`src/hw/rtl/timestamped_keyed_table_macros.svh`:
```
// Assertion macros for the timestamped keyed table.
`ifndef TIMESTAMPED_KEYED_TABLE_MACROS_SVH
`define TIMESTAMPED_KEYED_TABLE_MACROS_SVH

// Consequent checked in the same cycle as the antecedent.
`define TKT_ASSERT_NOW(label, ante, cons, msg) \
  label: assert property (@(posedge clk) disable iff (rst) (ante) |-> (cons)) else $error(msg);

// Consequent checked in the cycle after the antecedent.
`define TKT_ASSERT_NEXT(label, ante, cons, msg) \
  label: assert property (@(posedge clk) disable iff (rst) (ante) |=> (cons)) else $error(msg);

`endif

```
`src/hw/rtl/tkt_pkg.sv`:
```
// Shared types, constants and codes for the timestamped keyed table.
`default_nettype none

package tkt_pkg;

  localparam int TABLE_DEPTH = 64;
  localparam int IDX_W       = (TABLE_DEPTH > 1) ? $clog2(TABLE_DEPTH) : 1;

  localparam logic [1:0] ACT_INSERT = 2'd0;
  localparam logic [1:0] ACT_LOOKUP = 2'd1;
  localparam logic [1:0] ACT_SET_EX = 2'd2;

  localparam logic [2:0] ST_ADDED     = 3'd0;
  localparam logic [2:0] ST_UPDATED   = 3'd1;
  localparam logic [2:0] ST_NOT_NEWER = 3'd2;
  localparam logic [2:0] ST_SKIPPED   = 3'd3;
  localparam logic [2:0] ST_FOUND     = 3'd4;
  localparam logic [2:0] ST_NOT_FOUND = 3'd5;
  localparam logic [2:0] ST_FULL      = 3'd6;

  // Q16.16: -2.0 marks a skipped insert, -1.0 marks an absent entry.
  localparam logic signed [31:0] TOR_SKIP   = -32'sd131072;
  localparam logic signed [31:0] TOR_ABSENT = -32'sd65536;

  typedef struct packed {
    logic [1:0]         action;
    logic [31:0]        road_id;
    logic [31:0]        timestamp;
    logic signed [31:0] time_on_road;
    logic               exception_flag;
  } req_t;

  typedef struct packed {
    logic [2:0]         status;
    logic signed [31:0] found_time_on_road;
    logic               found_exception;
    logic [6:0]         entry_count;
  } rsp_t;

  typedef struct packed {
    logic               valid;
    logic [31:0]        road_id;
    logic [31:0]        timestamp;
    logic signed [31:0] time_on_road;
    logic               exception;
  } entry_t;

  // Controller to cell row.
  typedef struct packed {
    logic             shift;
    logic             wr_en;
    logic [IDX_W-1:0] wr_idx;
    entry_t           wr_entry;
  } tbl_cmd_t;

  typedef enum logic [1:0] {
    S_IDLE,
    S_SCAN,
    S_COMMIT
  } state_t;

endpackage

`default_nettype wire

```
`src/hw/rtl/tkt_cell.sv`:
```
// One table slot of the rotating ring: holds an entry, shifts or is written.
`default_nettype none

module tkt_cell (
  input  wire logic            clk,
  input  wire logic            rst,
  input  wire logic            shift,
  input  wire logic            wr_en,
  input  wire tkt_pkg::entry_t nb,
  input  wire tkt_pkg::entry_t wr_entry,
  output tkt_pkg::entry_t      entry
);

  always_ff @(posedge clk) begin
    if (rst) begin
      entry.valid <= 1'b0;
    end else if (wr_en) begin
      entry.valid <= wr_entry.valid;
    end else if (shift) begin
      entry.valid <= nb.valid;
    end
    if (wr_en) begin
      entry.road_id      <= wr_entry.road_id;
      entry.timestamp    <= wr_entry.timestamp;
      entry.time_on_road <= wr_entry.time_on_road;
      entry.exception    <= wr_entry.exception;
    end else if (shift) begin
      entry.road_id      <= nb.road_id;
      entry.timestamp    <= nb.timestamp;
      entry.time_on_road <= nb.time_on_road;
      entry.exception    <= nb.exception;
    end
  end

endmodule

`default_nettype wire

```
`config.mk`:
```
export PLATFORM = sky130hd
export DESIGN_NAME = tkt_cell
export DESIGN_NICKNAME = d
export VERILOG_FILES = /design/src/hw/rtl/timestamped_keyed_table_macros.svh /design/src/hw/rtl/tkt_pkg.sv /design/src/hw/rtl/tkt_cell.sv
export SDC_FILE = /design/constraint.sdc
export NUM_CORES = 1
export LEC_CHECK = 0
export BUFFER_PORTS_ARGS = -buffer_cell sky130_fd_sc_hd__buf_2
export CAP_MARGIN = 20
export CORE_AREA = 2 2 117 119
export CTS_CLUSTER_SIZE = 12
export DETAILED_ROUTE_END_ITERATION = 7
export DIE_AREA = 0 0 119 121
export GPL_TIMING_DRIVEN = 0
export PLACE_DENSITY = 0.65
export SKIP_CTS_REPAIR_TIMING = 1
export SLEW_MARGIN = 20
export SYNTH_ARGS = -nofsm -noshare
export SYNTH_HDL_FRONTEND = slang
export SYNTH_SLANG_ARGS = --single-unit
```
`constraint.sdc`:
```
create_clock -name clk -period 6.5 [get_ports clk]
set_input_delay 0.65 -clock clk [delete_from_list [all_inputs] [get_ports clk]]
set_output_delay 0.65 -clock clk [all_outputs]
set_load 0.005 [all_outputs]
```
==> flow_summary.ini, run 1 <==
[critical_path]
critPathLaunchType = input pin
required_ns = 6.53
rr_endpoint = entry[97]$_SDFFE_PP0P_
critPathMaxFanout = 50
reg2reg_slack_ns = 5.80
r2r_start = entry[97]$_SDFFE_PP0P_
cp-end-kind = flop
ff2ff_path_depth = 2
crit_type = input pin to flop
cp.arrival_ns = 1.94

[logic_synthesis]
netlist_area_um2 = 4220
ys_top_cells_by_area = edfxtp_1, mux2_2, clkbuf_8
synth_area_per_cell_um2 = 20.0
syn-num-nets = 411
synth.top_cell.area_share_pct = 69.1
synth.distinct_cells = 11
ys_ff_latch = 98
synth_warnings = 0
synth_top_area_cell = edfxtp_1
yosysSeqAreaShare_pct = 69.6
syn_inst = 211

[power_and_ir_drop]
p_per_area_nw_per_um2 = 253
p_leak_nw = 2.81
ir_worst_vdd_mv = 0.116
finalPower_w = 0.00158

[cts]
clk_root_buffer_cell = clkbuf_16
cts.sinks = 98
clk_path_buf_depth = 2
numCtsBuffers = 9
clk_latency_ns = 0.34
cts_tree = built
cts.reportedPaths.clkPinSlew_ns = 0.06
htreeDepth = 3

[timing]
setup_tns_ns = 0
final.period_utilization_pct = 29.4
setup_ws_ns = 4.59
finalSetupViolations = 0
fmax_ghz = 0.523
relSlewSlack_pct = 53.8
slew_violations = 0
rsz0062_at_grt = false
hold_violations = 0
clock_skew_ns = 0
worstMarginPinSlew_ns = 0.694
finalCriticalPeriod_ns = 1.91

[floorplan]
initial_utilization_pct = 32.2
die_h_um = 121
placementRows = 42
die_area_um2 = 14400
fp.dieW_um = 119
core_area_um2 = 13100
ios = 298

[grt]
grt-ovfl-total = 0
grt_max_degree = 51
grt_use_met3_pct = 4.18
grt_use_total_pct = 14.3
met1_usage_pct = 15.4
grt_pass1_wl_mm = 15.5
grt_pass1_vias = 3115
top_usage_layer = met2
antenna_found_initial = 0
grt_use_met2_pct = 25.7

[placed_design]
io_buffers = 296
dpl_cell_area_um2 = 5950
dpl_worst_slack_ns = 4.16
routabilityCongestion = 0.739
hpwl_mm = 8.30

[finish]
largest_reg_flops = 98
stdcell_area_um2 = 6260
antennaDiodeCount = 0
nets = 719
fill_cells = 1211
multi_input_area_um2 = 1130
layout_commonest_cell = buf_2
top_regs = entry x98
regArea_um2 = 2930
regMostFlops = entry
area_growth_pct = 48.4
mostFrequentLayoutCells = buf_2, mux2_2, edfxtp_1
drive_gt1_share_pct = 80.3

[drt]
ant_nets = 0
drtPass1Iterations = 4
drt-total-wl_mm = 10.7
vias = 3050
detail_route.iter0.violations = 141
drc = 0
avgRoutedWirePerCell_um = 15.3
viasPerCell = 4.36

[worst_hold_path]
worstHoldStart = rst
whs_path_depth = 2
whs_endpoint = entry[97]$_SDFFE_PP0P_
hold_class = input pin to flop

[run]
maxCapViolations = 0

[run_status]
status = complete, no violations
==> critical path, stage by stage <==
cell and delay, ns:
buf_6 0.16, clkbuf_8 0.20, or2_4 0.57, buf_16 0.33
==> per-stage QoR <==
step                      util [%]  hold slack, ns  std cells
after floorplan                  -           0.534        211
after global placement        45.2           0.546        683
after detailed placement      45.5           0.552        684
after CTS                     47.8           0.448        700
after global routing          47.8           0.452        700
final                         47.8           0.462        700
==> power by group <==
group,leakage (nW),internal [W],switching (W)
Sequential,0.997,0.000775,0.0000173
Clock,0.150,0.000335,0.000228
Combinational,1.66,0.000137,0.0000903
==> cell families (layout without fill, tap and decap cells) <==
| group | after synthesis | after routing | share of synthesized area [%] |
|---|---|---|---|
| buf+inv | 12 | 325 | 3.65 |
| simple gates | 2 | 2 | 0.475 |
| flops | 98 | 98 | 69.6 |
| compound gates | 1 | 1 | 0.178 |
| mux | 98 | 98 | 26.1 |
==> per-layer routing <==
layer	wire, um	up-vias
met5	0	-
li1	-	1441
met3	901	14
met2	5510	180
met4	242	0
met1	4030	1415
==> cells in the mapped netlist <==
master,n
buf_8,1
edfxtp_1,97
buf_6,1
inv_1,1
mux2i_1,1
or2_2,1
mux2_2,97
a211oi_1,1
clkbuf_8,9
nor2b_4,1
dfxtp_1,1
==> area by class of cell <==
cell class | instances | share of cell area, %
well taps | 176 | 3.52
inverters | 1 | 0.0600
multi-input cells | 101 | 18.1
plain buffers | 11 | 2.40
clock inverters | 6 | 1.30
clock buffers | 10 | 3.66
flip-flops and latches | 98 | 46.9
repair buffers | 297 | 24.1
==> worst max-delay path by stage <==
stage,start,to,slack [ns],depth (start not counted)
floorplan,wr_en,entry[0]$_DFFE_PP_,3.91,3
global placement,wr_en,entry[73]$_DFFE_PP_,3.35,3
detailed placement,wr_en,entry[63]$_DFFE_PP_,4.16,4
CTS,wr_en,entry[66]$_DFFE_PP_,4.53,4
global route,wr_en,entry[73]$_DFFE_PP_,4.47,4
finish,wr_en,entry[73]$_DFFE_PP_,4.59,4
No activity file was read; power rests on OpenSTA's default activity.
==> run 2: changes to the inputs <==
--- a/config.mk
+++ b/config.mk
@@ -5,6 +5,7 @@
 export SDC_FILE = /design/constraint.sdc
 export NUM_CORES = 1
 export LEC_CHECK = 0
+export ABC_AREA = 1
 export BUFFER_PORTS_ARGS = -buffer_cell sky130_fd_sc_hd__buf_2
 export CAP_MARGIN = 20
 export CORE_AREA = 2 2 117 119
@@ -12,7 +13,7 @@
 export DETAILED_ROUTE_END_ITERATION = 7
 export DIE_AREA = 0 0 119 121
 export GPL_TIMING_DRIVEN = 0
-export PLACE_DENSITY = 0.65
+export PLACE_DENSITY = 0.68
 export SKIP_CTS_REPAIR_TIMING = 1
 export SLEW_MARGIN = 20
 export SYNTH_ARGS = -nofsm -noshare
==> constraint.sdc (replaced) <==
create_clock -name clk -period 1.73 [get_ports clk]
set_input_delay 0.173 -clock clk [delete_from_list [all_inputs] [get_ports clk]]
set_output_delay 0.173 -clock clk [all_outputs]
set_load 0.005 [all_outputs]
==> run 2 against run 1 <==
  * Non-clock buffer count rose by 11
  * Die area unchanged
  * Highest routed layer unchanged
  * Largest cell class unchanged
  * Power rose to 3.8 times the previous value
==> flow_summary.ini, run 2 <==
[drt]
viasPerCell = 4.23
drtPass1Iterations = 4
detail_route.iter0.violations = 205
vias = 3847
ant_nets = 0
avgRoutedWirePerCell_um = 13.3
drc = 0
drt-total-wl_mm = 12.1

[finish]
top_regs = entry x98
stdcell_area_um2 = 6280
mostFrequentLayoutCells = buf_2, nand2_1, edfxtp_1
largest_reg_flops = 98
drive_gt1_share_pct = 45.8
post-route-util_pct = 48.0
layout_commonest_cell = buf_2
antennaDiodeCount = 0
nets = 929
area_growth_pct = 49.4
regMostFlops = entry
fin_cells = 910

[timing]
slew_violations = 0
rsz0062_at_grt = false
finalCriticalPeriod_ns = 1.37
whs_ns = 0.0565
relSlewSlack_pct = 52.7
setup_ws_ns = 0.360
fmax_ghz = 0.730
finalSetupViolations = 0
hold_violations = 0
final.period_utilization_pct = 79.2
clock_skew_ns = 0
worstMarginPinSlew_ns = 0.709

[grt]
grt_pass1_vias = 3781
grt_use_total_pct = 16.5
grt_max_degree = 37
antenna_found_initial = 0
grt_pass1_wl_mm = 18.1
grt-ovfl-total = 0

[logic_synthesis]
netlist_area_um2 = 4200
synth_enable_flop_cells = 97
ys_top_cells_by_count = nand2_1, edfxtp_1, buf_2
synth_area_per_cell_um2 = 10.0
async_flop_share_pct = 0
syn-num-nets = 620
ys.flop_type = edfxtp_1
yosysSeqAreaShare_pct = 69.8
ys_ff_latch = 98
synth.top_cell.area_share_pct = 69.3
yosysMostFrequentCell = nand2_1
syn_inst = 420
ys_top_cells_by_area = edfxtp_1, nand2_1, buf_2
synth.distinct_cells = 10
synth_top_area_cell = edfxtp_1
synth_warnings = 0

[critical_path]
critPathLaunchType = input pin
cp.arrival_ns = 1.45
crit_type = input pin to flop
critPathMaxFanout = 36
cp-end-kind = flop
required_ns = 1.81

[power_and_ir_drop]
p_leak_nw = 3.33
p_per_area_nw_per_um2 = 947
ir_worst_vdd_mv = 0.361

[floorplan]
ios = 298
core_area_um2 = 13100
die_area_um2 = 14400
placementRows = 42
die_h_um = 121
initial_utilization_pct = 32.1
fp.dieW_um = 119

[cts]
numCtsBuffers = 9
clk_root_buffer_cell = clkbuf_16
cts_tree = built
cts.sinks = 98
cts.reportedPaths.clkPinSlew_ns = 0.06
clk_path_buf_depth = 2
htreeDepth = 3
clk_latency_ns = 0.34

[placed_design]
io_buffers = 296
hpwl_mm = 9.49
dp_cells = 894
routabilityCongestion = 0.782
dpl_cell_area_um2 = 5970
dpl_worst_slack_ns = -0.0285

[worst_hold_path]
hold_class = input pin to flop

[run]
maxCapViolations = 0

[run_status]
status = complete, no violations
## run 2: final cells by class
cell class / count / area [um^2]
Buffer: 21 / 146
Timing Repair Buffer: 298 / 1520
Clock inverter: 6 / 81.3
Sequential cell: 98 / 2930
Fill cell: 1276 / 6810
Tap cell: 176 / 220
Multi-Input combinational cell: 297 / 1120
Inverter: 4 / 21.3
Clock buffer: 10 / 229
## run 2: layer usage
layer / GRT usage, % / vias to the layer above / share of wire, %
met3: 4.04 / 21 / 8.1
met4: 8.18 / 0 / 2.4
met1: 17.5 / 1662 / 38
met2: 30.4 / 199 / 51
li1: - / 1965 / -
met5: 0 / - / 0
## run 2: per-stage QoR
| step | setup TNS [ns] | power (W) |
|---|---|---|
| floorplan | -45.79 | 0.00333 |
| global placement | -115.85 | 0.00389 |
| detailed placement | -1.72 | 0.00391 |
| CTS | 0 | 0.00601 |
| global route | 0 | 0.00620 |
| finish | 0 | 0.00595 |
## run 2: cell families after synthesis
family / Yosys count / share of synthesized area [%]
flip-flops: 98 / 69.8
AND/OR/NAND/NOR: 297 / 26.6
buffers and inverters: 25 / 3.60
## run 2: worst paths after layout
kind                                              from  cells after the start                endpoint  slack [ns]
worst max-delay path                             shift                      4     entry[72]$_DFFE_PP_        0.36
worst min-delay path                               rst                      4  entry[97]$_SDFFE_PP0P_        0.06
worst max register to register  entry[97]$_SDFFE_PP0P_                      4  entry[97]$_SDFFE_PP0P_        1.13
worst min register to register  entry[97]$_SDFFE_PP0P_                      4  entry[97]$_SDFFE_PP0P_        0.54
## run 2: critical path, cell delays in order
cell and delay (ns):
buf_2 0.12, nor2_4 0.13, clkinvlp_4 0.58, buf_12 0.43
## run 2: where the power goes
group	switching [W]	leakage (nW)	internal, W
registers	0.0000605	1.01	0.00291
clock network	0.000845	0.150	0.00126
logic	0.000439	2.18	0.000433
==> run 3: changes to the inputs <==
--- a/config.mk
+++ b/config.mk
@@ -8,10 +8,10 @@
 export ABC_AREA = 1
 export BUFFER_PORTS_ARGS = -buffer_cell sky130_fd_sc_hd__buf_2
 export CAP_MARGIN = 20
-export CORE_AREA = 2 2 117 119
+export CORE_AREA = 2 2 114 116
 export CTS_CLUSTER_SIZE = 12
 export DETAILED_ROUTE_END_ITERATION = 7
-export DIE_AREA = 0 0 119 121
+export DIE_AREA = 0 0 116 118
 export GPL_TIMING_DRIVEN = 0
 export PLACE_DENSITY = 0.68
 export SKIP_CTS_REPAIR_TIMING = 1
==> constraint.sdc (replaced) <==
create_clock -name clk -period 1.4 [get_ports clk]
set_input_delay 0.14 -clock clk [delete_from_list [all_inputs] [get_ports clk]]
set_output_delay 0.14 -clock clk [all_outputs]
set_load 0.005 [all_outputs]
==> run 3 against run 2 <==
  * Clock-buffer cell count is 2 higher
  * Power increased by 20%
  * Utilization rose by 2.3 points
  * Via count increased by 1.6%
  * Cell count down 0.44%
  * Flip-flop and latch count is the same
  * First-iteration DRC count is 17% lower
  * Critical path depth did not move
  * Cell area shrank 0.58%
  * Critical endpoint is now entry[61]$_DFFE_PP_
  * Largest cell class unchanged
  * Largest power group unchanged
==> flow_summary.ini, run 3 (synthesized netlist as in run 2, its figures left out) <==
[grt]
antenna_found_initial = 0
grt_max_degree = 38
grt-ovfl-total = 0
grt_use_total_pct = 17.4
grt_pass1_wl_mm = 18.0
grt_pass1_vias = 3747

[floorplan]
ios = 298
die_h_um = 118
die_area_um2 = 13700
initial_utilization_pct = 33.8
placementRows = 41
fp.dieW_um = 116
core_area_um2 = 12400

[cts]
clk_latency_ns = 0.33
clk_path_buf_depth = 2
numCtsBuffers = 9
clk_root_buffer_cell = clkbuf_16
cts.sinks = 98
htreeDepth = 3
cts.reportedPaths.clkPinSlew_ns = 0.06
cts_tree = built

[finish]
layout_commonest_cell = buf_2
regArea_um2 = 2930
mostFrequentLayoutCells = buf_2, nand2_1, edfxtp_1
nets = 929
regMostFlops = entry
top_regs = entry x98
multi_input_area_um2 = 1120
antennaDiodeCount = 0
drive_gt1_share_pct = 45.4
area_growth_pct = 48.5
largest_reg_flops = 98
fill_cells = 1190

[placed_design]
routabilityCongestion = 0.917
hpwl_mm = 9.60
dpl_worst_slack_ns = -0.246
io_buffers = 296

[critical_path]
ff2ff_path_depth = 4
cp-end-kind = flop
critPathLaunchType = input pin
endpoint = entry[61]$_DFFE_PP_
reg2reg_slack_ns = 0.79
crit_start = shift
crit_type = input pin to flop
rr_endpoint = entry[97]$_SDFFE_PP0P_
cp.arrival_ns = 1.34
required_ns = 1.47
critPathMaxFanout = 37
r2r_start = entry[97]$_SDFFE_PP0P_

[timing]
worstMarginPinSlew_ns = 0.627
hold_violations = 0
final.period_utilization_pct = 90.7
rsz0062_at_grt = false
slew_violations = 0
fmax_ghz = 0.787
relSlewSlack_pct = 58.1
finalSetupViolations = 0
clock_skew_ns = 0
setup_ws_ns = 0.130
finalCriticalPeriod_ns = 1.27

[run_status]
status = complete, no violations

[drt]
ant_nets = 0
drtPass1Iterations = 4
viasPerCell = 4.31
avgRoutedWirePerCell_um = 13.4
detail_route.iter0.violations = 170
vias = 3908
drt-total-wl_mm = 12.1
drc = 0

[power_and_ir_drop]
ir_worst_vdd_mv = 0.528
p_per_area_nw_per_um2 = 1140
p_leak_nw = 3.32
finalPower_w = 0.00712

[run]
maxCapViolations = 0

[worst_hold_path]
hold_class = input pin to flop
==> run 3: worst min path at each step <==
stage                     startpoint                     end  slack (ns)  depth (start not counted)
final                            rst  entry[97]$_SDFFE_PP0P_        0.03                          4
after global routing             rst  entry[97]$_SDFFE_PP0P_        0.03                          4
after CTS                        rst  entry[97]$_SDFFE_PP0P_        0.01                          4
after detailed placement         rst  entry[97]$_SDFFE_PP0P_        0.38                          4
after global placement           rst  entry[97]$_SDFFE_PP0P_        0.38                          4
after floorplan                  rst  entry[97]$_SDFFE_PP0P_        0.28                          3
==> run 3: area by class of cell <==
type	count	share of cell area, %
Buffer	21	2.35
Clock buffer	12	3.79
Clock inverter	4	0.682
Inverter	4	0.341
Multi-Input combinational cell	297	18.0
Sequential cell	98	47.0
Tap cell	172	3.45
Timing Repair Buffer	298	24.4
==> run 3: per-stage QoR <==
stage / setup TNS [ns] / instances / area, um^2 / hold WS [ns] / utilization (%)
after floorplan: -74.59 / 420 / 4230 / 0.275 / -
after global placement: -132.55 / 888 / 5920 / 0.380 / 47.7
after detailed placement: -17.40 / 890 / 5960 / 0.379 / 48.0
after CTS: 0 / 906 / 6240 / 0.0135 / 50.3
after global routing: 0 / 906 / 6240 / 0.0337 / 50.3
final: 0 / 906 / 6240 / 0.0279 / 50.3
==> run 3: where the power goes <==
part           total, W  internal, W  switching, W
clock           0.00236      0.00137      0.000988
sequential      0.00368      0.00360     0.0000807
combinational   0.00108     0.000536      0.000548
total           0.00712      0.00551       0.00162
==> run 3: metal layers <==
metal	track usage (%)	wire length, um
met1	18.4	4510
met2	31.8	6250
met3	4.17	1040
met4	8.26	305
met5	0	0
==> run 3: worst max-delay path, stage by stage <==
cell and delay [ns]:
buf_2 0.12, nor2_4 0.13, clkinvlp_4 0.52, buf_12 0.41
