$ cat config.mk
export PLATFORM = sky130hd
export DESIGN_NAME = tkt_ctrl
export DESIGN_NICKNAME = d
export VERILOG_FILES = /design/src/hw/rtl/timestamped_keyed_table_macros.svh /design/src/hw/rtl/tkt_pkg.sv /design/src/hw/rtl/tkt_ctrl.sv
export SDC_FILE = /design/constraint.sdc
export NUM_CORES = 1
export LEC_CHECK = 0
export ABC_AREA = 1
export BUFFER_PORTS_ARGS = -buffer_cell sky130_fd_sc_hd__buf_4
export CORE_AREA = 2 2 135 235
export DETAILED_ROUTE_END_ITERATION = 10
export DIE_AREA = 0 0 137 237
export PLACE_DENSITY = 0.6
export RECOVER_POWER = 100
export SYNTH_ARGS = -nofsm -noshare
export SYNTH_HDL_FRONTEND = slang
export SYNTH_SLANG_ARGS = --single-unit
$ cat constraint.sdc
create_clock -name clk -period 5.6 [get_ports clk]
set_clock_uncertainty 0.05 [all_clocks]
set_input_delay 0.56 -clock clk [delete_from_list [all_inputs] [get_ports clk]]
set_output_delay 0.56 -clock clk [all_outputs]
set_load 0.02 [all_outputs]
$ cat src/hw/rtl/timestamped_keyed_table_macros.svh
// Assertion macros for the timestamped keyed table.
`ifndef TIMESTAMPED_KEYED_TABLE_MACROS_SVH
`define TIMESTAMPED_KEYED_TABLE_MACROS_SVH

// Consequent checked in the same cycle as the antecedent.
`define TKT_ASSERT_NOW(label, ante, cons, msg) \
  label: assert property (@(posedge clk) disable iff (rst) (ante) |-> (cons)) else $error(msg);

// Consequent checked in the cycle after the antecedent.
`define TKT_ASSERT_NEXT(label, ante, cons, msg) \
  label: assert property (@(posedge clk) disable iff (rst) (ante) |=> (cons)) else $error(msg);

`endif

$ cat src/hw/rtl/tkt_pkg.sv
// Shared types, constants and codes for the timestamped keyed table.
`default_nettype none

package tkt_pkg;

  localparam int TABLE_DEPTH = 64;
  localparam int IDX_W       = (TABLE_DEPTH > 1) ? $clog2(TABLE_DEPTH) : 1;

  localparam logic [1:0] ACT_INSERT = 2'd0;
  localparam logic [1:0] ACT_LOOKUP = 2'd1;
  localparam logic [1:0] ACT_SET_EX = 2'd2;

  localparam logic [2:0] ST_ADDED     = 3'd0;
  localparam logic [2:0] ST_UPDATED   = 3'd1;
  localparam logic [2:0] ST_NOT_NEWER = 3'd2;
  localparam logic [2:0] ST_SKIPPED   = 3'd3;
  localparam logic [2:0] ST_FOUND     = 3'd4;
  localparam logic [2:0] ST_NOT_FOUND = 3'd5;
  localparam logic [2:0] ST_FULL      = 3'd6;

  // Q16.16: -2.0 marks a skipped insert, -1.0 marks an absent entry.
  localparam logic signed [31:0] TOR_SKIP   = -32'sd131072;
  localparam logic signed [31:0] TOR_ABSENT = -32'sd65536;

  typedef struct packed {
    logic [1:0]         action;
    logic [31:0]        road_id;
    logic [31:0]        timestamp;
    logic signed [31:0] time_on_road;
    logic               exception_flag;
  } req_t;

  typedef struct packed {
    logic [2:0]         status;
    logic signed [31:0] found_time_on_road;
    logic               found_exception;
    logic [6:0]         entry_count;
  } rsp_t;

  typedef struct packed {
    logic               valid;
    logic [31:0]        road_id;
    logic [31:0]        timestamp;
    logic signed [31:0] time_on_road;
    logic               exception;
  } entry_t;

  // Controller to cell row.
  typedef struct packed {
    logic             shift;
    logic             wr_en;
    logic [IDX_W-1:0] wr_idx;
    entry_t           wr_entry;
  } tbl_cmd_t;

  typedef enum logic [1:0] {
    S_IDLE,
    S_SCAN,
    S_COMMIT
  } state_t;

endpackage

`default_nettype wire

$ cat src/hw/rtl/tkt_ctrl.sv
// Sequencer: scans the ring once per beat, then decides, writes and reports.
`default_nettype none

module tkt_ctrl (
  input  wire logic            clk,
  input  wire logic            rst,
  input  wire logic            req_valid,
  output logic                 req_ready,
  input  wire tkt_pkg::req_t   req,
  output logic                 rsp_valid,
  input  wire logic            rsp_ready,
  output tkt_pkg::rsp_t        rsp,
  input  wire tkt_pkg::entry_t head,
  output tkt_pkg::tbl_cmd_t    cmd
);

  tkt_pkg::state_t state, state_next;

  tkt_pkg::req_t              req_q;
  logic [tkt_pkg::IDX_W-1:0]  idx;
  logic                       m_found;
  logic [tkt_pkg::IDX_W-1:0]  m_idx;
  logic [31:0]                m_ts;
  logic signed [31:0]         m_tor;
  logic                       m_ex;
  logic                       f_found;
  logic [tkt_pkg::IDX_W-1:0]  f_idx;
  logic [6:0]                 count;

  logic       last;
  logic       shift;
  logic       commit;
  logic       do_write;
  logic       cnt_inc;
  logic [tkt_pkg::IDX_W-1:0] wr_idx;
  tkt_pkg::entry_t           wr_entry;
  tkt_pkg::rsp_t             rsp_next;

  assign last = (idx == tkt_pkg::IDX_W'(tkt_pkg::TABLE_DEPTH - 1));

  // Next state
  always_comb begin
    state_next = state;
    unique case (state)
      tkt_pkg::S_IDLE:   if (req_valid) state_next = tkt_pkg::S_SCAN;
      tkt_pkg::S_SCAN:   if (last) state_next = tkt_pkg::S_COMMIT;
      tkt_pkg::S_COMMIT: if (!rsp_valid || rsp_ready) state_next = tkt_pkg::S_IDLE;
      default:           state_next = tkt_pkg::S_IDLE;
    endcase
  end

  // State outputs
  always_comb begin
    req_ready = 1'b0;
    shift     = 1'b0;
    commit    = 1'b0;
    unique case (state)
      tkt_pkg::S_IDLE:   req_ready = 1'b1;
      tkt_pkg::S_SCAN:   shift = 1'b1;
      tkt_pkg::S_COMMIT: commit = !rsp_valid || rsp_ready;
      default:           ;
    endcase
  end

  // Decide the outcome from what the scan captured.
  always_comb begin
    do_write = 1'b0;
    cnt_inc  = 1'b0;
    wr_idx   = m_idx;
    wr_entry.valid        = 1'b1;
    wr_entry.road_id      = req_q.road_id;
    wr_entry.timestamp    = req_q.timestamp;
    wr_entry.time_on_road = req_q.time_on_road;
    wr_entry.exception    = req_q.exception_flag;
    rsp_next.found_time_on_road = '0;
    rsp_next.found_exception    = 1'b0;
    rsp_next.status             = tkt_pkg::ST_NOT_FOUND;
    if (req_q.action == tkt_pkg::ACT_INSERT) begin
      if (req_q.exception_flag && req_q.time_on_road == tkt_pkg::TOR_SKIP) begin
        rsp_next.status = tkt_pkg::ST_SKIPPED;
      end else if (m_found) begin
        if (m_ts < req_q.timestamp) begin
          do_write        = 1'b1;
          rsp_next.status = tkt_pkg::ST_UPDATED;
        end else begin
          rsp_next.status = tkt_pkg::ST_NOT_NEWER;
        end
      end else if (f_found) begin
        do_write        = 1'b1;
        cnt_inc         = 1'b1;
        wr_idx          = f_idx;
        rsp_next.status = tkt_pkg::ST_ADDED;
      end else begin
        rsp_next.status = tkt_pkg::ST_FULL;
      end
    end else if (m_found) begin
      // Lookup, set exception, and the unused code that acts as lookup.
      wr_entry.timestamp    = m_ts;
      wr_entry.time_on_road = m_tor;
      wr_entry.exception    = m_ex;
      if (req_q.action == tkt_pkg::ACT_SET_EX) begin
        do_write           = 1'b1;
        wr_entry.exception = req_q.exception_flag;
      end
      rsp_next.status             = tkt_pkg::ST_FOUND;
      rsp_next.found_time_on_road = m_tor;
      rsp_next.found_exception    = wr_entry.exception;
    end else begin
      rsp_next.found_time_on_road = tkt_pkg::TOR_ABSENT;
    end
    rsp_next.entry_count = cnt_inc ? count + 7'd1 : count;
  end

  assign cmd.shift    = shift;
  assign cmd.wr_en    = commit && do_write;
  assign cmd.wr_idx   = wr_idx;
  assign cmd.wr_entry = wr_entry;

  always_ff @(posedge clk) begin
    if (rst) begin
      state     <= tkt_pkg::S_IDLE;
      idx       <= '0;
      m_found   <= 1'b0;
      f_found   <= 1'b0;
      count     <= '0;
      rsp_valid <= 1'b0;
    end else begin
      state <= state_next;
      if (req_valid && req_ready) begin
        idx     <= '0;
        m_found <= 1'b0;
        f_found <= 1'b0;
      end else if (state == tkt_pkg::S_SCAN) begin
        idx <= last ? '0 : idx + tkt_pkg::IDX_W'(1);
        if (!m_found && head.valid && head.road_id == req_q.road_id) begin
          m_found <= 1'b1;
        end
        if (!f_found && !head.valid) begin
          f_found <= 1'b1;
        end
      end
      if (commit) begin
        count     <= rsp_next.entry_count;
        rsp_valid <= 1'b1;
      end else if (rsp_ready) begin
        rsp_valid <= 1'b0;
      end
    end
  end

  always_ff @(posedge clk) begin
    if (req_valid && req_ready) begin
      req_q <= req;
    end
    if (state == tkt_pkg::S_SCAN) begin
      // Capture the first key match and the lowest free slot.
      if (!m_found && head.valid && head.road_id == req_q.road_id) begin
        m_idx <= idx;
        m_ts  <= head.timestamp;
        m_tor <= head.time_on_road;
        m_ex  <= head.exception;
      end
      if (!f_found && !head.valid) begin
        f_idx <= idx;
      end
    end
    if (commit) begin
      rsp <= rsp_next;
    end
  end

endmodule

`default_nettype wire

==> results of run 1 <==
==> how the worst max path moves through the flow <==
| stage | start | endpoint | slack, ns | cells after the start |
|---|---|---|---|---|
| CTS | m_found | cmd[33] | 1.82 | 5 |
| global route | state[0] | idx[4] | 1.05 | 6 |
| finish | state[0] | cmd[79] | 1.52 | 4 |
| global placement | m_found | cmd[33] | 2.44 | 5 |
| floorplan | head[77] | m_ex | 0.89 | 8 |
| detailed placement | m_found | cmd[33] | 2.40 | 5 |
==> power by group through the flow <==
| stage | sequential (mW) | clock [mW] | combinational (mW) |
|---|---|---|---|
| final | 2.01 | 1.69 | 0.350 |
| after global routing | 2.02 | 1.80 | 0.385 |
| after CTS | 2.01 | 1.74 | 0.400 |
| after detailed placement | 2.05 | 0 | 0.398 |
| after global placement | 2.05 | 0 | 0.394 |
| after floorplan | 2.05 | 0 | 0.193 |
==> routing by layer <==
layer / share of wire (%) / global-route usage (%) / vias to the layer above
li1: - / - / 3762
met1: 34 / 18.4 / 3595
met2: 55 / 34.1 / 257
met3: 6.4 / 3.81 / 66
met4: 3.9 / 7.37 / 6
met5: 0.15 / 0 / -
==> state kept, by name (all words and copies together), names as in the netlist <==
register and cells:
m_ts 32, m_ex 1, state 2, cmd 32
m_found 1, f_idx 6, rsp 43, m_idx 6
count 7, m_tor 32, rsp_valid 1, idx 6
req_q 67, f_found 1
==> metrics by stage <==
step | hold slack (ns) | worst slack, ns | instance area, um^2 | std cells
after global placement | 0.416 | 2.44 | 13300 | 1616
after detailed placement | 0.429 | 2.40 | 13300 | 1616
after global routing | 0.145 | 1.05 | 13500 | 1658
after CTS | 0.122 | 1.82 | 14200 | 1658
after floorplan | 0.376 | 0.888 | 10500 | 928
final | 0.172 | 1.52 | 13500 | 1659
==> critical path, stage by stage (launching register included) <==
cell and delay, ns:
dfxtp_1 0.36, nor2_1 0.07, nand2_1 0.09, clkinvlp_2 2.01, buf_4 1.11
==> placed cells by master, fill, tap and decap left out, types with 5 or more instances in the layout <==
cell type	count
nor3b_1	5
dfxtp_1	18
xnor2_1	7
inv_1	129
o21ai_0	71
clkbuf_1	156
clkinv_2	5
clkbuf_4	161
nand3_1	29
a21oi_1	44
or2_2	8
edfxtp_1	219
clkbuf_16	24
o21bai_1	6
xor2_1	19
nand4_1	17
buf_4	39
nand3_2	6
nor4_1	10
ha_1	33
nand2_1	161
nor2_1	64
nor3_1	9
==> kinds of logic after synthesis <==
group | after synthesis | synth area share, %
flip-flops | 237 | 65.8
AO/OA/AOI/OAI | 126 | 6.25
buffers and inverters | 190 | 8.35
AND/OR/NAND/NOR | 315 | 13.5
XOR/XNOR | 26 | 2.16
adder cells (fa/ha/maj) | 33 | 3.92
other | 1 | 0.0356
==> area by class of cell <==
type	count	area, um^2	share of cell area, %
tap	391	489	3.62
multi-input combinational	501	2700	20.0
clock inverter	18	220	1.63
sequential	237	6940	51.3
antenna	1	2.50	0.0185
inverter	131	493	3.64
clock buffer	24	601	4.44
timing repair buffer	356	2090	15.4
==> metrics, run 1 <==
status finished with violations; failing checks max-capacitance violations, max-slew violations; Int Pwr 3.11 mW; area fraction of the dominant cell type after synthesis 62.4%; IO Port Bufs 350; Critical Path Start Type register; WHS Endpoint req_q[60]; static leakage 5.47 nW; most common cell in the netlist edfxtp_1; RePlAce Congestion 0.810; area delta synth->final 28.4%; first-pass GRT wire length 43,500 um; Pwr Density 300 nW/um^2; worst-margin pin slew 3.05 ns; reg2reg path depth 4; drt wl/cell 17.8 um; vias in the first global route 7,846; HPWL after DPL 22,900 um; final period utilization 72.9%; max_cap viols 4; die width 137 um; VDD IR max 0.263 mV; initial antenna violation count 5; top post-synthesis cells by area edfxtp_1, nand2_1, inv_1; combinational fraction of design power 8.6%; sequential share of the synthesized area 65.8%; Worst Path Required 5.75 ns; postcts setup bufs 0; Mean Syn Cell Area 11.4 um^2; htree depth 1; Die H 237 um; core area 30,600 um^2; TritonCTS clock tree done; Slew Viols, Final 182; Synth top cells by count edfxtp_1, nand2_1, inv_1; worst reg2reg startpoint state[0]; I/O Pins 352; Post-Syn Area 10,500 um^2; drt total wl 29,600 um; Setup CP Type register to register; Total GRT Usage 17.9%; drt drc 0; layout cell share with drive strength beyond 1 20.8%; Root Buffer Master clkbuf_16; HP Start req[60]; total grt overflow 0; Design Power 4.06 mW; # nets final 1,484; CTS Sinks 237; Yosys cell types 37; clk_lat worst skew 0.53 ns; worst hold path type input port to register; Main synth FF type edfxtp_1; crit path DAT 4.23 ns; Seq pwr share 49.6%; clock buffer depth 3; total CTS buffers 23; fin util 44.2%; Cells on Worst Hold Path 1; final hold vios 0; Clk pwr share 41.8%; Sw Share 23.3%; slew margin rel. -103%; switching pwr 945 uW; Pre-antenna DRT Iters 6; row count 85; Critical R2R Capture cmd[79]; Synth Net Count 1,162; Post-synth EDFFs 219; Filler cells 3,093; clk slew on worst S/H paths 0.07 ns; DR vias 7,686; Synth area leader edfxtp_1; crit-path max FO 55; Yosys reg bits 237; Initial Util 34.4%; R2R setup slack 1.52 ns; initial DRC count 346; DRT antenna net count 0; pin count of the biggest net entering global routing 74; die area 32,500 um^2; RSZ-0062 raised after global routing false; setup TNS 0 ns; PostCTS Resize Cnt 0; async set-or-reset flop fraction in the synthesized netlist 0%; Warnings, synthesis 0; min cycle time layout 4.08 ns; vias per cell 4.63; element type at the critical path end register; Fmax 0.245 GHz; Syn Inst Count 928; Setup-failing EPs final 0; CTS Hold Bufs 0
Note: power is estimated with default switching activity, not from simulation.
==> run 2, diff against run 1 <==
Settings changed: PLACE_DENSITY 0.6 to 0.62.
Clock period 5.6 ns to 3.6 ns, I/O delays scaled along.
==> metrics, run 2 (same netlist as run 1, synthesis figures left out) <==
status finished, final reports clean; Reg with most FFs req_q; metal3 WL 1710 um (-9.9%); core area 30,600 um^2 (unchanged); element type at the critical path end output port; slew margin rel. 15.6% (+120 points); worst hold path type input port to register; hold slack final 0.0461 ns (-0.126 ns); initial antenna violation count 6 (+1); total CTS buffers 24 (+4.3%); total grt overflow 0 (unchanged); Setup WS pre-CTS 1.04 ns (-1.36 ns); most frequent cells in the layout edfxtp_1, clkbuf_4, dlygate4sd3_1, nand2_1, clkbuf_1; clk_lat worst skew 0.53 ns (about the same); Largest regs req_q (67), rsp (43); setup TNS 0 ns (unchanged); Pwr Density 409 nW/um^2 (+36%); worst-margin pin slew 1.27 ns (-1.78 ns); drt wl/cell 17.4 um (-2.6%); area delta synth->final 43.8%; drt total wl 31,800 um (+7.5%); Design Power 6.20 mW (+53%); TritonCTS clock tree done; clock buffer depth 3 (unchanged); crit path from state[1]; Worst Path Required 3.19 ns (-2.56 ns); # nets final 1,652 (+11%); min cycle time layout 3.12 ns; vias in the first global route 8,942 (+14%); max reg flops 67 (unchanged); CTS Sinks 237 (unchanged); reg2reg path depth 7 (+3); max_cap viols 0 (-4); DR vias 8,398 (+9.3%); most common cell after layout, fill and taps aside edfxtp_1; final instance area 15,100 um^2 (+12%); postcts setup bufs 0 (unchanged); Slew Viols, Final 0 (-100%); vias per cell 4.59 (-0.95%); die area 32,500 um^2 (unchanged); final setup margin 0.483 ns (-1.03 ns); worst reg2reg startpoint m_found; Root Buffer Master clkbuf_16; Die H 237 um (unchanged); IO Port Bufs 350 (unchanged); row count 85 (unchanged); metal2 WL 17,500 um (+6.8%); CP endpoint cmd[104]; R2R setup slack 0.58 ns (-0.94 ns); Total GRT Usage 19.6% (+1.6 points); DRT antenna net count 0 (unchanged); Setup-failing EPs final 0 (unchanged); drt drc 0 (unchanged); M1 WL 10,900 um (+7.8%); RePlAce Congestion 0.848 (+4.6%); Fmax 0.321 GHz; Initial Util 34.4% (unchanged); final period utilization 86.6%; static leakage 6.17 nW (+13%); Placed Area 13,400 um^2 (+0.36%); VDD IR max 0.371 mV (+41%); Critical Path Start Type register; Pre-antenna DRT Iters 5 (-1); RSZ-0062 raised after global routing false; crit path DAT 2.71 ns (-1.52 ns); top sig layer met5; HPWL after DPL 23,500 um (+2.8%); final hold vios 0 (unchanged); Setup CP Type register to output port; I/O Pins 352 (unchanged); Critical R2R Capture m_tor[4]; initial DRC count 354 (+2.3%); layout cell share with drive strength beyond 1 18.9% (-1.9 points); htree depth 1 (unchanged); pin count of the biggest net entering global routing 74 (unchanged); clk slew on worst S/H paths 0.06 ns (about the same); die width 137 um (unchanged); crit-path max FO 28 (-49%); first-pass GRT wire length 47,800 um (+9.8%)
run 2: how the worst min path moves through the flow:
stage / end / startpoint / cells past startpoint / slack (ns)
floorplan: f_idx[5] / idx[5] / 0 / 0.38
global placement: m_idx[5] / idx[5] / 0 / 0.39
detailed placement: m_idx[5] / idx[5] / 0 / 0.41
CTS: state[0] / rst / 2 / 0.02
global route: state[1] / rst / 2 / 0.03
finish: state[1] / rst / 2 / 0.05
run 2: metal layers:
| layer | vias up | track usage (%) |
|---|---|---|
| li1 | 4104 | - |
| met1 | 3895 | 20.2 |
| met2 | 310 | 37.1 |
| met3 | 85 | 3.25 |
| met4 | 4 | 9.40 |
| met5 | - | 0 |
run 2: repair_timing:
action | CTS | global route
hold buffers | 164 | 0
resized for setup | 0 | 0
hold endpoints to repair | 164 | 0
run 2: through the flow:
step / util [%] / instances
floorplan: - / 928
global placement: 43.7 / 1619
detailed placement: 43.7 / 1619
CTS: 51.4 / 1826
finish: 49.5 / 1830
global route: 49.5 / 1830
run 2: power by group:
part	switching, mW	internal [mW]	leakage [nW]
Sequential	0.0401	3.09	2.20
Combinational	0.360	0.344	3.62
Clock	1.07	1.29	0.353
Total	1.48	4.73	6.17
run 2: final cells by class:
type,count,area [um^2]
timing repair buffer,523,3770
fill,2866,15500
antenna,4,10.0
tap,391,489
clock inverter,15,85.1
multi-input combinational,501,2710
sequential,237,6940
clock buffer,28,647
inverter,131,494
run 2: worst max-delay path, stage by stage (launching register included):
cell	delay (ns)
dfxtp_1	0.35
inv_1	0.05
nor2_1	0.12
nand2_1	0.21
inv_1	0.87
nand2_1	0.11
a21oi_1	0.16
clkbuf_1	0.29
==> run 3, diff against run 2 <==
Settings changed: BUFFER_PORTS_ARGS -buffer_cell sky130_fd_sc_hd__buf_4 to default, DONT_BUFFER_PORTS from default to 1, HOLD_SLACK_MARGIN from default to 0.06, PLACE_DENSITY 0.62 to 0.52.
==> metrics, run 3 (same netlist as run 1, synthesis figures left out) <==
reg2reg path depth 4 (-3); VDD IR max 0.374 mV (+0.83%); Reg with most FFs req_q; IO Port Bufs 0 (-100%); vias per cell 4.70 (+2.4%); Pre-antenna DRT Iters 4 (-1); htree depth 1 (unchanged); Sequential cell area 6940 um^2 (unchanged); # nets final 1,335 (-19%); element type at the critical path end output port; Pwr Density 454 nW/um^2 (+11%); Cells on Worst Hold Path 5 (+3); I/O Pins 352 (unchanged); final hold vios 0 (unchanged); Filler cells 2,900 (+1.2%); DRT antenna net count 0 (unchanged); Setup CP Type register to output port; row count 85 (unchanged); crit-path cells nor2_1 > clkbuf_1 > and2_4 > nand2_4 > nand2_1 > nand2_1; area delta synth->final 25.5%; crit-path max FO 21 (-25%); failing checks max-capacitance violations, max-slew violations; DR vias 7,096 (-16%); vias in the first global route 7,415 (-17%); most common cell after layout, fill and taps aside edfxtp_1; Setup-failing EPs final 0 (unchanged); total grt overflow 0 (unchanged); core area 30,600 um^2 (unchanged); pin count of the biggest net entering global routing 72 (-2.7%); final period utilization 92.5% (+5.9 points); status finished with violations; R2R setup slack 0.33 ns (-0.25 ns); HP Start head[68]; Root Buffer Master clkbuf_16; Fmax 0.300 GHz (-6.4%); slowest stage cell, crit path clkbuf_1; Slew Viols, Final 69 (+69); clk slew on worst S/H paths 0.07 ns (about the same); area of the multi-input gates 2720 um^2 (+0.37%); die width 137 um (unchanged); HPWL after DPL 21,900 um (-6.8%); RePlAce Congestion 0.849 (+0.18%); die area 32,500 um^2 (unchanged); min cycle time layout 3.33 ns (+0.212 ns); most frequent cells in the layout edfxtp_1, dlygate4sd3_1, nand2_1, inv_1, o21ai_0; Total GRT Usage 17.9% (-1.7 points); max incr delay on CP 0.79 ns (-0.08 ns); Design Power 6.00 mW (-3.2%); setup TNS 0 ns (unchanged); Critical Path Start Type register; worst hold path type input port to register; Initial Util 34.4% (unchanged); first-pass GRT wire length 43,200 um (-9.6%); max_cap viols 1 (+1); layout cell share with drive strength beyond 1 5.55% (-13 points); Worst Path Required 3.19 ns (about the same); clock buffer depth 3 (unchanged); Critical R2R Capture req_q[48]; total CTS buffers 23 (-4.2%); PostCTS Resize Cnt 0 (unchanged); crit path DAT 2.92 ns (+0.21 ns); RSZ-0062 raised after global routing false; Largest regs req_q (67), rsp (43); max reg flops 67 (unchanged); CTS Sinks 237 (unchanged); hold slack final 0.284 ns (+0.238 ns); drt wl/cell 19.6 um (+13%); initial DRC count 297 (-16%); slew margin rel. -23.1% (-39 points); clk_lat worst skew 0.53 ns (about the same); TritonCTS clock tree done; postcts setup bufs 0 (unchanged); worst reg2reg startpoint state[1]; Die H 237 um (unchanged); worst-margin pin slew 1.85 ns (+0.580 ns); drt total wl 29,600 um (-7.0%); WHS Endpoint m_found; Top cell by count, worst path nand2_1; static leakage 5.10 nW (-17%); initial antenna violation count 3 (-3); drt drc 0 (unchanged)
[run 3: repair_timing]
item,4_1_cts,5_1_grt
hold endpoints to repair,178,0
setup endpoints to repair,0,0
hold buffers,168,0
[run 3: area by class of cell]
type                    instances  share of cell area, %
well taps                     391                   3.70
diodes                          2                 0.0379
clock inverters                11                  0.823
clock buffers                  30                   4.55
flip-flops and latches        237                   52.5
repair buffers                207                   14.1
multi-input cells             501                   20.6
inverters                     131                   3.74
[run 3: worst max-delay path, delay by kind of cell, from the launching register on]
kind | cells | cell delay [ns]
buf+inv | 1 | 0.79
flops | 1 | 0.43
simple gates | 5 | 1.16
[run 3: routing by layer]
layer / vias to the layer above / part of all wire (%) / GRT usage (%)
li1: 3465 / - / -
met1: 3320 / 36 / 19.0
met2: 255 / 55 / 33.7
met3: 54 / 5.9 / 3.73
met4: 2 / 3.2 / 6.75
met5: - / 0.054 / 0
[run 3: worst max-delay path by stage]
stage / startpoint / to
floorplan: state[0] / m_ex
global placement: cmd[83] / m_ts[23]
detailed placement: cmd[83] / m_idx[5]
CTS: m_found / cmd[16]
global route: m_found / cmd[39]
finish: req_q[97] / cmd[99]
[run 3: through the flow]
step	area (um^2)	worst slack (ns)	utilization, %	instances
CTS	13400	0.365	43.8	1508
floorplan	10500	0.219	-	928
global route	13200	0.0926	43.2	1510
detailed placement	11000	0.575	36.0	1299
finish	13200	0.272	43.2	1510
global placement	11000	0.419	36.0	1299
[run 3: where the power goes]
part | internal [mW] | switching (mW) | leakage [nW]
combinational | 0.205 | 0.282 | 2.57
sequential | 3.10 | 0.0753 | 2.20
clock | 1.32 | 1.02 | 0.337
